[config.mk]
export PLATFORM = sky130hd
export DESIGN_NAME = thread_lockup_detector_flat
export DESIGN_NICKNAME = d
export VERILOG_FILES = /design/src/tld_pkg.sv /design/src/tld_rec_if.sv /design/src/tld_res_if.sv /design/src/tld_window.sv /design/src/thread_lockup_detector.sv /design/src/flat_wrapper.sv
export VERILOG_INCLUDE_DIRS = /design/src /design/src/src
export SDC_FILE = /design/constraint.sdc
export NUM_CORES = 1
export LEC_CHECK = 0
export ABC_AREA = 1
export BUFFER_PORTS_ARGS = -buffer_cell sky130_fd_sc_hd__buf_2
export CELL_PAD_IN_SITES_DETAIL_PLACEMENT = 1
export CELL_PAD_IN_SITES_GLOBAL_PLACEMENT = 1
export CORE_AREA = 2 2 139 141
export DETAILED_ROUTE_END_ITERATION = 12
export DIE_AREA = 0 0 141 143
export PLACE_DENSITY = 0.8
export SETUP_SLACK_MARGIN = 0.02
export SLEW_MARGIN = 20
export SYNTH_ARGS = -nofsm -noshare
export SYNTH_HDL_FRONTEND = slang
export SYNTH_SLANG_ARGS = --single-unit
[constraint.sdc]
create_clock -name i_clk -period 10 [get_ports i_clk]
set_input_delay 1 -clock i_clk [delete_from_list [all_inputs] [get_ports i_clk]]
set_output_delay 1 -clock i_clk [all_outputs]
set_load 0.01 [all_outputs]
[src/thread_lockup_detector_defines.svh]
// Assertion macros for the thread lockup detector.
// Used by the top level; no other dependencies.
`ifndef THREAD_LOCKUP_DETECTOR_DEFINES_SVH
`define THREAD_LOCKUP_DETECTOR_DEFINES_SVH

`ifndef SYNTHESIS

// Same-cycle implication, checked out of reset.
`define TLD_ASSERT_IMP(lbl, clk, rstn, ante, cons) \
    lbl: assert property (@(posedge clk) disable iff (!(rstn)) (ante) |-> (cons)) \
        else $error("implication check failed");

// Next-cycle implication, checked out of reset.
`define TLD_ASSERT_NXT(lbl, clk, rstn, ante, cons) \
    lbl: assert property (@(posedge clk) disable iff (!(rstn)) (ante) |=> (cons)) \
        else $error("next-cycle check failed");

`else

`define TLD_ASSERT_IMP(lbl, clk, rstn, ante, cons)
`define TLD_ASSERT_NXT(lbl, clk, rstn, ante, cons)

`endif

`endif

[src/tld_pkg.sv]
// Shared widths, constants, register codes and structs of the thread lockup detector.
// No dependencies; every other file but the defines header uses it.
package tld_pkg;

    localparam int ID_W       = 16;
    localparam int STATE_W    = 8;
    localparam int COUNT_W    = 7;
    localparam int HELD_W     = 3;
    localparam int LIMIT_W    = 8;
    localparam int FLOOR_W    = 7;
    localparam int CFG_IDX_W  = 2;
    localparam int CFG_DATA_W = 16;

    localparam int MAX_THREADS    = 64;
    localparam int WINDOW_SAMPLES = 6;
    localparam int TALLY_CAP      = (MAX_THREADS < 127) ? MAX_THREADS : 127;

    localparam logic [LIMIT_W-1:0] PAIR_LIMIT_RST = LIMIT_W'(36);
    localparam logic [FLOOR_W-1:0] FLOOR_RST      = FLOOR_W'(18);
    localparam logic [ID_W-1:0]    SKIP_FIRST_RST  = ID_W'(12);
    localparam logic [ID_W-1:0]    SKIP_SECOND_RST = ID_W'(1);

    localparam logic [STATE_W-1:0] STATE_RUNNING = '0;

    typedef enum logic [CFG_IDX_W-1:0] {
        CFG_PAIR_LIMIT  = 2'd0,
        CFG_FLOOR       = 2'd1,
        CFG_SKIP_FIRST  = 2'd2,
        CFG_SKIP_SECOND = 2'd3
    } t_cfg_idx;

    typedef struct packed {
        logic [LIMIT_W-1:0] pair_sum_limit;
        logic [FLOOR_W-1:0] per_sample_floor;
    } t_win_cfg;

    typedef struct packed {
        logic               valid;
        logic [COUNT_W-1:0] count;
    } t_win_push;

    typedef struct packed {
        logic              lock_detected;
        logic [HELD_W-1:0] samples_held;
    } t_win_res;

endpackage

[src/tld_rec_if.sv]
// Input channel of the thread lockup detector: one thread record per transfer.
// Depends on tld_pkg for field widths.
interface tld_rec_if;
    logic                       valid;
    logic                       ready;
    logic [tld_pkg::ID_W-1:0]   thread_id;
    logic [tld_pkg::STATE_W-1:0] thread_state;
    logic                       end_of_sweep;

    modport source (output valid, thread_id, thread_state, end_of_sweep, input ready);
    modport sink   (input valid, thread_id, thread_state, end_of_sweep, output ready);
endinterface

[src/tld_res_if.sv]
// Result channel of the thread lockup detector: one sweep verdict per transfer.
// Depends on tld_pkg for field widths.
interface tld_res_if;
    logic                        valid;
    logic                        ready;
    logic                        lock_detected;
    logic [tld_pkg::COUNT_W-1:0] sweep_running;
    logic [tld_pkg::HELD_W-1:0]  samples_held;

    modport source (output valid, lock_detected, sweep_running, samples_held, input ready);
    modport sink   (input valid, lock_detected, sweep_running, samples_held, output ready);
endinterface

[src/tld_window.sv]
// Six-slot sample window with the two-, four- and six-sample checks.
// Depends on tld_pkg.
module tld_window (
    input  logic              i_clk,
    input  logic              i_rst_n,
    input  tld_pkg::t_win_cfg  i_cfg,
    input  tld_pkg::t_win_push i_push,
    output tld_pkg::t_win_res  o_res
);
    import tld_pkg::*;

    localparam int SUM2_W = COUNT_W + 1;
    localparam int SUM_W  = COUNT_W + 3;

    logic [COUNT_W-1:0] r_win [WINDOW_SAMPLES];
    logic [HELD_W-1:0]  r_idx;
    logic [HELD_W-1:0]  idx_eff;
    logic [HELD_W-1:0]  n_idx;
    logic [COUNT_W-1:0] w [WINDOW_SAMPLES];
    logic [SUM2_W-1:0]  sum2;
    logic [SUM_W-1:0]   sum4;
    logic [SUM_W-1:0]   sum6;
    logic [SUM_W-1:0]   floor4;
    logic [SUM_W-1:0]   floor6;
    logic               eq4;
    logic               eq6;

    // An index past the last slot never occurs, but would restart at slot zero.
    assign idx_eff = (r_idx > HELD_W'(WINDOW_SAMPLES - 1)) ? '0 : r_idx;

    // Window as it stands once the new sample is in place.
    always_comb begin
        for (int k = 0; k < WINDOW_SAMPLES; k++) begin
            w[k] = (idx_eff == HELD_W'(k)) ? i_push.count : r_win[k];
        end
    end

    assign sum2   = SUM2_W'(w[0]) + SUM2_W'(w[1]);
    assign sum4   = SUM_W'(sum2) + SUM_W'(w[2]) + SUM_W'(w[3]);
    assign sum6   = sum4 + SUM_W'(w[4]) + SUM_W'(w[5]);
    assign floor4 = SUM_W'({i_cfg.per_sample_floor, 2'b00});
    assign floor6 = floor4 + SUM_W'({i_cfg.per_sample_floor, 1'b0});
    assign eq4    = (w[1] == w[0]) && (w[2] == w[0]) && (w[3] == w[0]);
    assign eq6    = eq4 && (w[4] == w[0]) && (w[5] == w[0]);

    always_comb begin
        o_res.lock_detected = 1'b0;
        n_idx               = idx_eff + 1'b1;
        case (n_idx)
            HELD_W'(2): begin
                if (!((sum2 > SUM2_W'(i_cfg.pair_sum_limit)) && (w[1] >= w[0]))) begin
                    n_idx = '0;
                end
            end
            HELD_W'(4): begin
                if (!((sum4 >= floor4) && eq4)) begin
                    n_idx = '0;
                end
            end
            HELD_W'(WINDOW_SAMPLES): begin
                o_res.lock_detected = (sum6 >= floor6) && eq6;
                n_idx               = '0;
            end
            default: ;
        endcase
        o_res.samples_held = n_idx;
    end

    // Slots left stale by a restart are rewritten before they are read again.
    always_ff @(posedge i_clk) begin
        if (i_push.valid) begin
            r_win[idx_eff] <= i_push.count;
        end
    end

    always_ff @(posedge i_clk) begin
        if (!i_rst_n) begin
            r_idx <= '0;
        end else if (i_push.valid) begin
            r_idx <= n_idx;
        end
    end

endmodule

[src/thread_lockup_detector.sv]
// Top level of the thread lockup detector: input register, running tally,
// configuration registers and result register. Depends on tld_pkg, tld_rec_if,
// tld_res_if, tld_window and thread_lockup_detector_defines.svh.
//
// Usage: the source streams thread records over i_rec, one per transfer; the
// last record of a scheduler sweep carries end_of_sweep. Records whose state is
// zero and whose id matches neither skip id are counted (saturating at the
// thread limit). The closing record of a sweep yields exactly one transfer on
// o_res with the sweep count, the samples now held in the six-slot window and
// the lock flag; other records yield nothing.
// Throughput is one record per cycle unless a closing record waits on a full result
// register; the tally and window check between the input and result registers are
// combinational. An accepted closing record reaches o_res through both registers.
// Reset (synchronous, active low) empties both registers, clears the tally and
// the window index and loads the configuration defaults: pair limit 36,
// per-sample floor 18, skip ids 12 and 1.
// When the receiver stalls, the result stays in the output register while
// records that do not close a sweep keep flowing; a second closing record
// waits in the input register, and only then does i_rec.ready drop.
// Configuration writes take effect at the next edge; write only while idle (the block does not enforce it).
module thread_lockup_detector (
    input  logic                           i_clk,
    input  logic                           i_rst_n,
    input  logic                           i_cfg_we,
    input  logic [tld_pkg::CFG_IDX_W-1:0]  i_cfg_idx,
    input  logic [tld_pkg::CFG_DATA_W-1:0] i_cfg_data,
    tld_rec_if.sink                        i_rec,
    tld_res_if.source                      o_res
);
    import tld_pkg::*;

    `include "thread_lockup_detector_defines.svh"

    // Configuration registers.
    logic [LIMIT_W-1:0] r_pair_limit;
    logic [FLOOR_W-1:0] r_floor;
    logic [ID_W-1:0]    r_skip_first;
    logic [ID_W-1:0]    r_skip_second;

    // Input register.
    logic               r_in_valid;
    logic [ID_W-1:0]    r_in_id;
    logic [STATE_W-1:0] r_in_state;
    logic               r_in_last;

    // Running tally of the current sweep.
    logic [COUNT_W-1:0] r_tally;
    logic [COUNT_W-1:0] n_tally;
    logic               count_it;

    // Result register.
    logic               r_out_valid;
    logic               r_out_lock;
    logic [COUNT_W-1:0] r_out_count;
    logic [HELD_W-1:0]  r_out_held;

    logic      out_free;
    logic      proc;
    t_win_cfg  win_cfg;
    t_win_push win_push;
    t_win_res  win_res;

    always_ff @(posedge i_clk) begin
        if (!i_rst_n) begin
            r_pair_limit  <= PAIR_LIMIT_RST;
            r_floor       <= FLOOR_RST;
            r_skip_first  <= SKIP_FIRST_RST;
            r_skip_second <= SKIP_SECOND_RST;
        end else if (i_cfg_we) begin
            unique case (t_cfg_idx'(i_cfg_idx))
                CFG_PAIR_LIMIT:  r_pair_limit  <= i_cfg_data[LIMIT_W-1:0];
                CFG_FLOOR:       r_floor       <= i_cfg_data[FLOOR_W-1:0];
                CFG_SKIP_FIRST:  r_skip_first  <= i_cfg_data[ID_W-1:0];
                CFG_SKIP_SECOND: r_skip_second <= i_cfg_data[ID_W-1:0];
            endcase
        end
    end

    // The held record moves on unless it closes a sweep while the result
    // register is still full and not being taken.
    assign out_free    = !r_out_valid || o_res.ready;
    assign proc        = r_in_valid && (!r_in_last || out_free);
    assign i_rec.ready = !r_in_valid || proc;

    always_ff @(posedge i_clk) begin
        if (!i_rst_n) begin
            r_in_valid <= 1'b0;
        end else if (i_rec.ready) begin
            r_in_valid <= i_rec.valid;
        end
    end

    always_ff @(posedge i_clk) begin
        if (i_rec.valid && i_rec.ready) begin
            r_in_id    <= i_rec.thread_id;
            r_in_state <= i_rec.thread_state;
            r_in_last  <= i_rec.end_of_sweep;
        end
    end

    // The closing record is counted before the sweep total is taken.
    assign count_it = (r_in_state == STATE_RUNNING) && (r_in_id != r_skip_first)
                   && (r_in_id != r_skip_second) && (r_tally < COUNT_W'(TALLY_CAP));
    assign n_tally  = r_tally + COUNT_W'(count_it);

    always_ff @(posedge i_clk) begin
        if (!i_rst_n) begin
            r_tally <= '0;
        end else if (proc) begin
            r_tally <= r_in_last ? '0 : n_tally;
        end
    end

    assign win_cfg.pair_sum_limit   = r_pair_limit;
    assign win_cfg.per_sample_floor = r_floor;
    assign win_push.valid           = proc && r_in_last;
    assign win_push.count           = n_tally;

    tld_window u_window (
        .i_clk   (i_clk),
        .i_rst_n (i_rst_n),
        .i_cfg   (win_cfg),
        .i_push  (win_push),
        .o_res   (win_res)
    );

    always_ff @(posedge i_clk) begin
        if (!i_rst_n) begin
            r_out_valid <= 1'b0;
        end else if (win_push.valid) begin
            r_out_valid <= 1'b1;
        end else if (o_res.ready) begin
            r_out_valid <= 1'b0;
        end
    end

    always_ff @(posedge i_clk) begin
        if (win_push.valid) begin
            r_out_lock  <= win_res.lock_detected;
            r_out_count <= n_tally;
            r_out_held  <= win_res.samples_held;
        end
    end

    assign o_res.valid         = r_out_valid;
    assign o_res.lock_detected = r_out_lock;
    assign o_res.sweep_running = r_out_count;
    assign o_res.samples_held  = r_out_held;

    // A lock verdict always restarts the window.
    `TLD_ASSERT_IMP(a_lock_empties_window, i_clk, i_rst_n,
        o_res.valid && o_res.lock_detected, o_res.samples_held == '0)

    // Closing a sweep clears the tally for the next one.
    `TLD_ASSERT_NXT(a_tally_clears, i_clk, i_rst_n, proc && r_in_last, r_tally == '0)

    // A closing record that cannot move stays in the input register.
    `TLD_ASSERT_NXT(a_stalled_record_held, i_clk, i_rst_n, r_in_valid && !proc,
        r_in_valid && r_in_last && $stable(r_in_id) && $stable(r_in_state))

endmodule
[src/flat_wrapper.sv]
// flat-port wrapper written by rule: the top's interface ports become plain ports
module thread_lockup_detector_flat import tld_pkg::*;
  (i_clk, i_rst_n, i_cfg_we, i_cfg_idx, i_cfg_data, i_rec_valid, i_rec_thread_id, i_rec_thread_state, i_rec_end_of_sweep, i_rec_ready, o_res_valid, o_res_lock_detected, o_res_sweep_running, o_res_samples_held, o_res_ready);
  tld_rec_if i_rec_i ();
  tld_res_if o_res_i ();
  input  logic i_clk;
  input  logic i_rst_n;
  input  logic i_cfg_we;
  input  logic [tld_pkg::CFG_IDX_W-1:0] i_cfg_idx;
  input  logic [tld_pkg::CFG_DATA_W-1:0] i_cfg_data;
  input wire logic [$bits(i_rec_i.valid)-1:0] i_rec_valid;
  input wire logic [$bits(i_rec_i.thread_id)-1:0] i_rec_thread_id;
  input wire logic [$bits(i_rec_i.thread_state)-1:0] i_rec_thread_state;
  input wire logic [$bits(i_rec_i.end_of_sweep)-1:0] i_rec_end_of_sweep;
  output wire logic [$bits(i_rec_i.ready)-1:0] i_rec_ready;
  output wire logic [$bits(o_res_i.valid)-1:0] o_res_valid;
  output wire logic [$bits(o_res_i.lock_detected)-1:0] o_res_lock_detected;
  output wire logic [$bits(o_res_i.sweep_running)-1:0] o_res_sweep_running;
  output wire logic [$bits(o_res_i.samples_held)-1:0] o_res_samples_held;
  input wire logic [$bits(o_res_i.ready)-1:0] o_res_ready;
  assign i_rec_i.valid = i_rec_valid;
  assign i_rec_i.thread_id = i_rec_thread_id;
  assign i_rec_i.thread_state = i_rec_thread_state;
  assign i_rec_i.end_of_sweep = i_rec_end_of_sweep;
  assign i_rec_ready = i_rec_i.ready;
  assign o_res_valid = o_res_i.valid;
  assign o_res_lock_detected = o_res_i.lock_detected;
  assign o_res_sweep_running = o_res_i.sweep_running;
  assign o_res_samples_held = o_res_i.samples_held;
  assign o_res_i.ready = o_res_ready;
  thread_lockup_detector u_core (.i_clk(i_clk), .i_rst_n(i_rst_n), .i_cfg_we(i_cfg_we), .i_cfg_idx(i_cfg_idx), .i_cfg_data(i_cfg_data), .i_rec(i_rec_i), .o_res(o_res_i));
endmodule
==> results.sh <==
export IMPL_status="complete, no violations"
export IMPL_rsz0062_at_grt="false"
export IMPL_dpl_hpwl_um=18900
export IMPL_p_sw_mw=0.475
export IMPL_arrival_ns=8.60
export IMPL_routed_via_density=5.35
export IMPL_synth_flop_cell="edfxtp_1"
export IMPL_instances_no_fill=1323
export IMPL_synth_top_cell_by_area="edfxtp_1"
export IMPL_hold_violations=0
export IMPL_yosys_mux_area_fraction=0
export IMPL_synth_top_family_by_area="simple AND/OR/NAND/NOR gates"
export IMPL_hp_class="reg2reg"
export IMPL_synthDistinctLibCells=43
export IMPL_p_int_mw=1.12
export IMPL_critPathLaunchType="register"
export IMPL_avgRoutedWirePerCell_um=18.5
export IMPL_maxCapViolations=0
export IMPL_cts_tree="built"
export IMPL_start_util=0.455
export IMPL_crit_path_max_fanout=10
export IMPL_sequentialPowerShare=0.393
export IMPL_switching_share=0.299
export IMPL_drive_above_1_share=0.123
export IMPL_yosysTopAreaCellShare=0.277
export IMPL_overflow=0
export IMPL_clkPwrFrac=0.386
export IMPL_worst_pin_slew_ns=1.04
export IMPL_hold_worst_slack_ns=0.477
export IMPL_fmax_mhz=119
export IMPL_antenna_cells=0
export IMPL_clock_root_buffer="clkbuf_16"
export IMPL_firstDrtPassIters=5
export IMPL_end_kind="register"
export IMPL_setup_worst_path_class="reg2reg"
export IMPL_synth_edf_count=78
export IMPL_final_common_cell="nand2_1"
export IMPL_grt_pass1_wl_um=39400
export IMPL_peakVddDrop_mv=0.125
export IMPL_syn_avg_cell_area_sq_um=8.40
export IMPL_grt_pass1_vias=7421
export IMPL_place_inst=1291
export IMPL_tns_ns=0
export IMPL_ys_seq_area_frac=0.416
export IMPL_ys_ff_latch=137
export IMPL_drt_initial_drc_count=343
export IMPL_mappedNetlistNets=1146
export IMPL_fin_skew_ns=0.00925
export IMPL_clock_sinks=137
export IMPL_mostFrequentLayoutCells="205 x nand2_1, 136 x inv_1, 96 x nor2_1"
export IMPL_drt_wl_total_um=24500
export IMPL_final_max_slew_viol_count=0
export IMPL_finalSetupViolCount=0
export IMPL_combPwrFrac=0.221
export IMPL_cts_setup_buffers=0
export IMPL_yosys_top_cells_area="edfxtp_1 28%, dfxtp_1 14%, ha_1 11%"
export IMPL_finalNetCount=1215
export IMPL_syn_cell_area_sq_um=8460
export IMPL_synth_xor_area_frac=0.0424
export IMPL_track_usage=0.256
export IMPL_clk_latency_ns=0.43
export IMPL_cts_max_level=4
export IMPL_ant_nets=0
export IMPL_cpMaxStageDelayCell="a2111oi_0"
export IMPL_dieArea_sq_um=20200
export IMPL_core_sq_um=18600
export IMPL_synth_async_reset_ratio=0
export IMPL_p_per_area_nw_per_um2=165
export IMPL_synth_compound_area_frac=0.114
export IMPL_die_h_um=143
export IMPL_p_leak_nw=4.56
export IMPL_synth_warnings=0
export IMPL_antenna_found_initial=0
export IMPL_final_util=0.518
export IMPL_p_total_mw=1.59
export IMPL_row_count=50
export IMPL_cp_required_ns=10.18
export IMPL_cp_slowest_stage_delay_ns=0.67
export IMPL_synthCells=1007
export IMPL_cpMostUsedCell="inv_1"
export IMPL_die_width_um=141
export IMPL_nFillCells=2230
export IMPL_io_buffers=60
export IMPL_gp_routability_congestion=1.01
export IMPL_cts_resized=0
export IMPL_slew_headroom=0.309
export IMPL_io_pin_count=61
export IMPL_cts_buffer_depth=2
export IMPL_drc=0
export IMPL_synth_simple_gate_area_share=0.206
export IMPL_fin_crit_ns=8.43
export IMPL_hold_buffers=0
export IMPL_area_growth_pct=13.8
export IMPL_min_period_over_period=0.843
export IMPL_vias=7078
export IMPL_cts_buffers_inserted=17
export IMPL_grt_max_degree=53
export IMPL_clkTransAtPathRegs_ns=0.06
export IMPL_synthAdderAreaFrac=0.151
-- cell usage after synthesis, drive strengths merged (3+ instances only) --
| cell type | n |
|---|---|
| nand2 | 220 |
| inv | 143 |
| nor2 | 99 |
| o21ai | 89 |
| edfxtp | 78 |
| ha | 73 |
| a21oi | 60 |
| dfxtp | 59 |
| nand3 | 45 |
| xor2 | 33 |
| fa | 18 |
| nor3 | 13 |
| clkbuf | 12 |
| or2 | 11 |
| nand4 | 8 |
| xnor2 | 8 |
| nor4 | 5 |
| o211ai | 5 |
| o21bai | 5 |
| a221oi | 4 |
| a31oi | 3 |
| buf | 3 |
-- through the flow --
step | setup WS, ns | instance area (sq um)
after floorplan | 3.00 | 8460
after global placement | 2.01 | 9030
after detailed placement | 1.68 | 9040
after CTS | 1.57 | 9620
after global routing | 0.824 | 9630
final | 1.57 | 9630
-- area by class of cell --
type | instances | area (sq um) | share of cell area
Clock buffer | 26 | 532 | 0.0552
Clock inverter | 6 | 52.6 | 0.00546
Inverter | 143 | 542 | 0.0563
Multi-Input combinational cell | 712 | 4350 | 0.452
Sequential cell | 137 | 3520 | 0.366
Tap cell | 234 | 293 | 0.0304
Timing Repair Buffer | 65 | 338 | 0.0351
-- cells by family (layout without fill, tap and decap cells) --
logic type	count (synthesis)	after routing
AND/OR/NAND/NOR	405	405
AO/OA/AOI/OAI	175	175
buffers and inverters	158	240
flip-flops	137	137
adder cells (fa/ha/maj)	91	91
XOR/XNOR	41	41
-- path summary, 6_finish.rpt --
kind | startpoint | end | slack (ns) | depth (start not counted)
worst min-delay path | u_core.r_pair_limit[6] | u_core.r_pair_limit[6] | 0.48 | 2
worst max-delay path | u_core.r_in_id[1] | u_core.o_res.lock_detected | 1.57 | 35
worst max register to register | u_core.r_in_id[1] | u_core.o_res.lock_detected | 1.57 | 35
worst min register to register | u_core.r_pair_limit[6] | u_core.r_pair_limit[6] | 0.48 | 2
-- per-layer routing --
metal	global-route usage	share of wire	wire length, um
met3	0.0429	0.041	1000
met2	0.456	0.50	12300
met5	0	0	0
met1	0.325	0.44	10900
met4	0.0653	0.013	330
-- power groups by stage --
stage               clock network (mW)  logic, mW  registers [mW]
global placement                     0      0.336           0.635
finish                           0.615      0.351           0.625
floorplan                            0      0.252           0.633
CTS                              0.622      0.356           0.625
global route                     0.644      0.407           0.627
detailed placement                   0      0.353           0.636
-- flip-flops by register name (all words and copies together), names as in the netlist --
signal                      flops
u_core.r_tally                  7
u_core.o_res.lock_detected      1
u_core.r_in_valid               1
u_core.r_in_last                1
u_core.r_in_id                 16
u_core.r_skip_second           16
u_core.r_floor                  7
u_core.u_window.r_idx           3
u_core.o_res.samples_held       3
u_core.u_window.r_win          42
u_core.r_skip_first            16
u_core.o_res.valid              1
u_core.r_in_state               8
u_core.o_res.sweep_running      7
u_core.r_pair_limit             8
-- critical path: cells and delay by family, from the launching register on --
family	cells	cell delay (ns)
compound gates	8	2.63
flops	1	0.43
simple gates	9	0.90
buf+inv	7	0.52
xor+xnor	3	0.66
fa+ha+maj	8	3.02
Note: power is estimated with default switching activity, not from simulation.
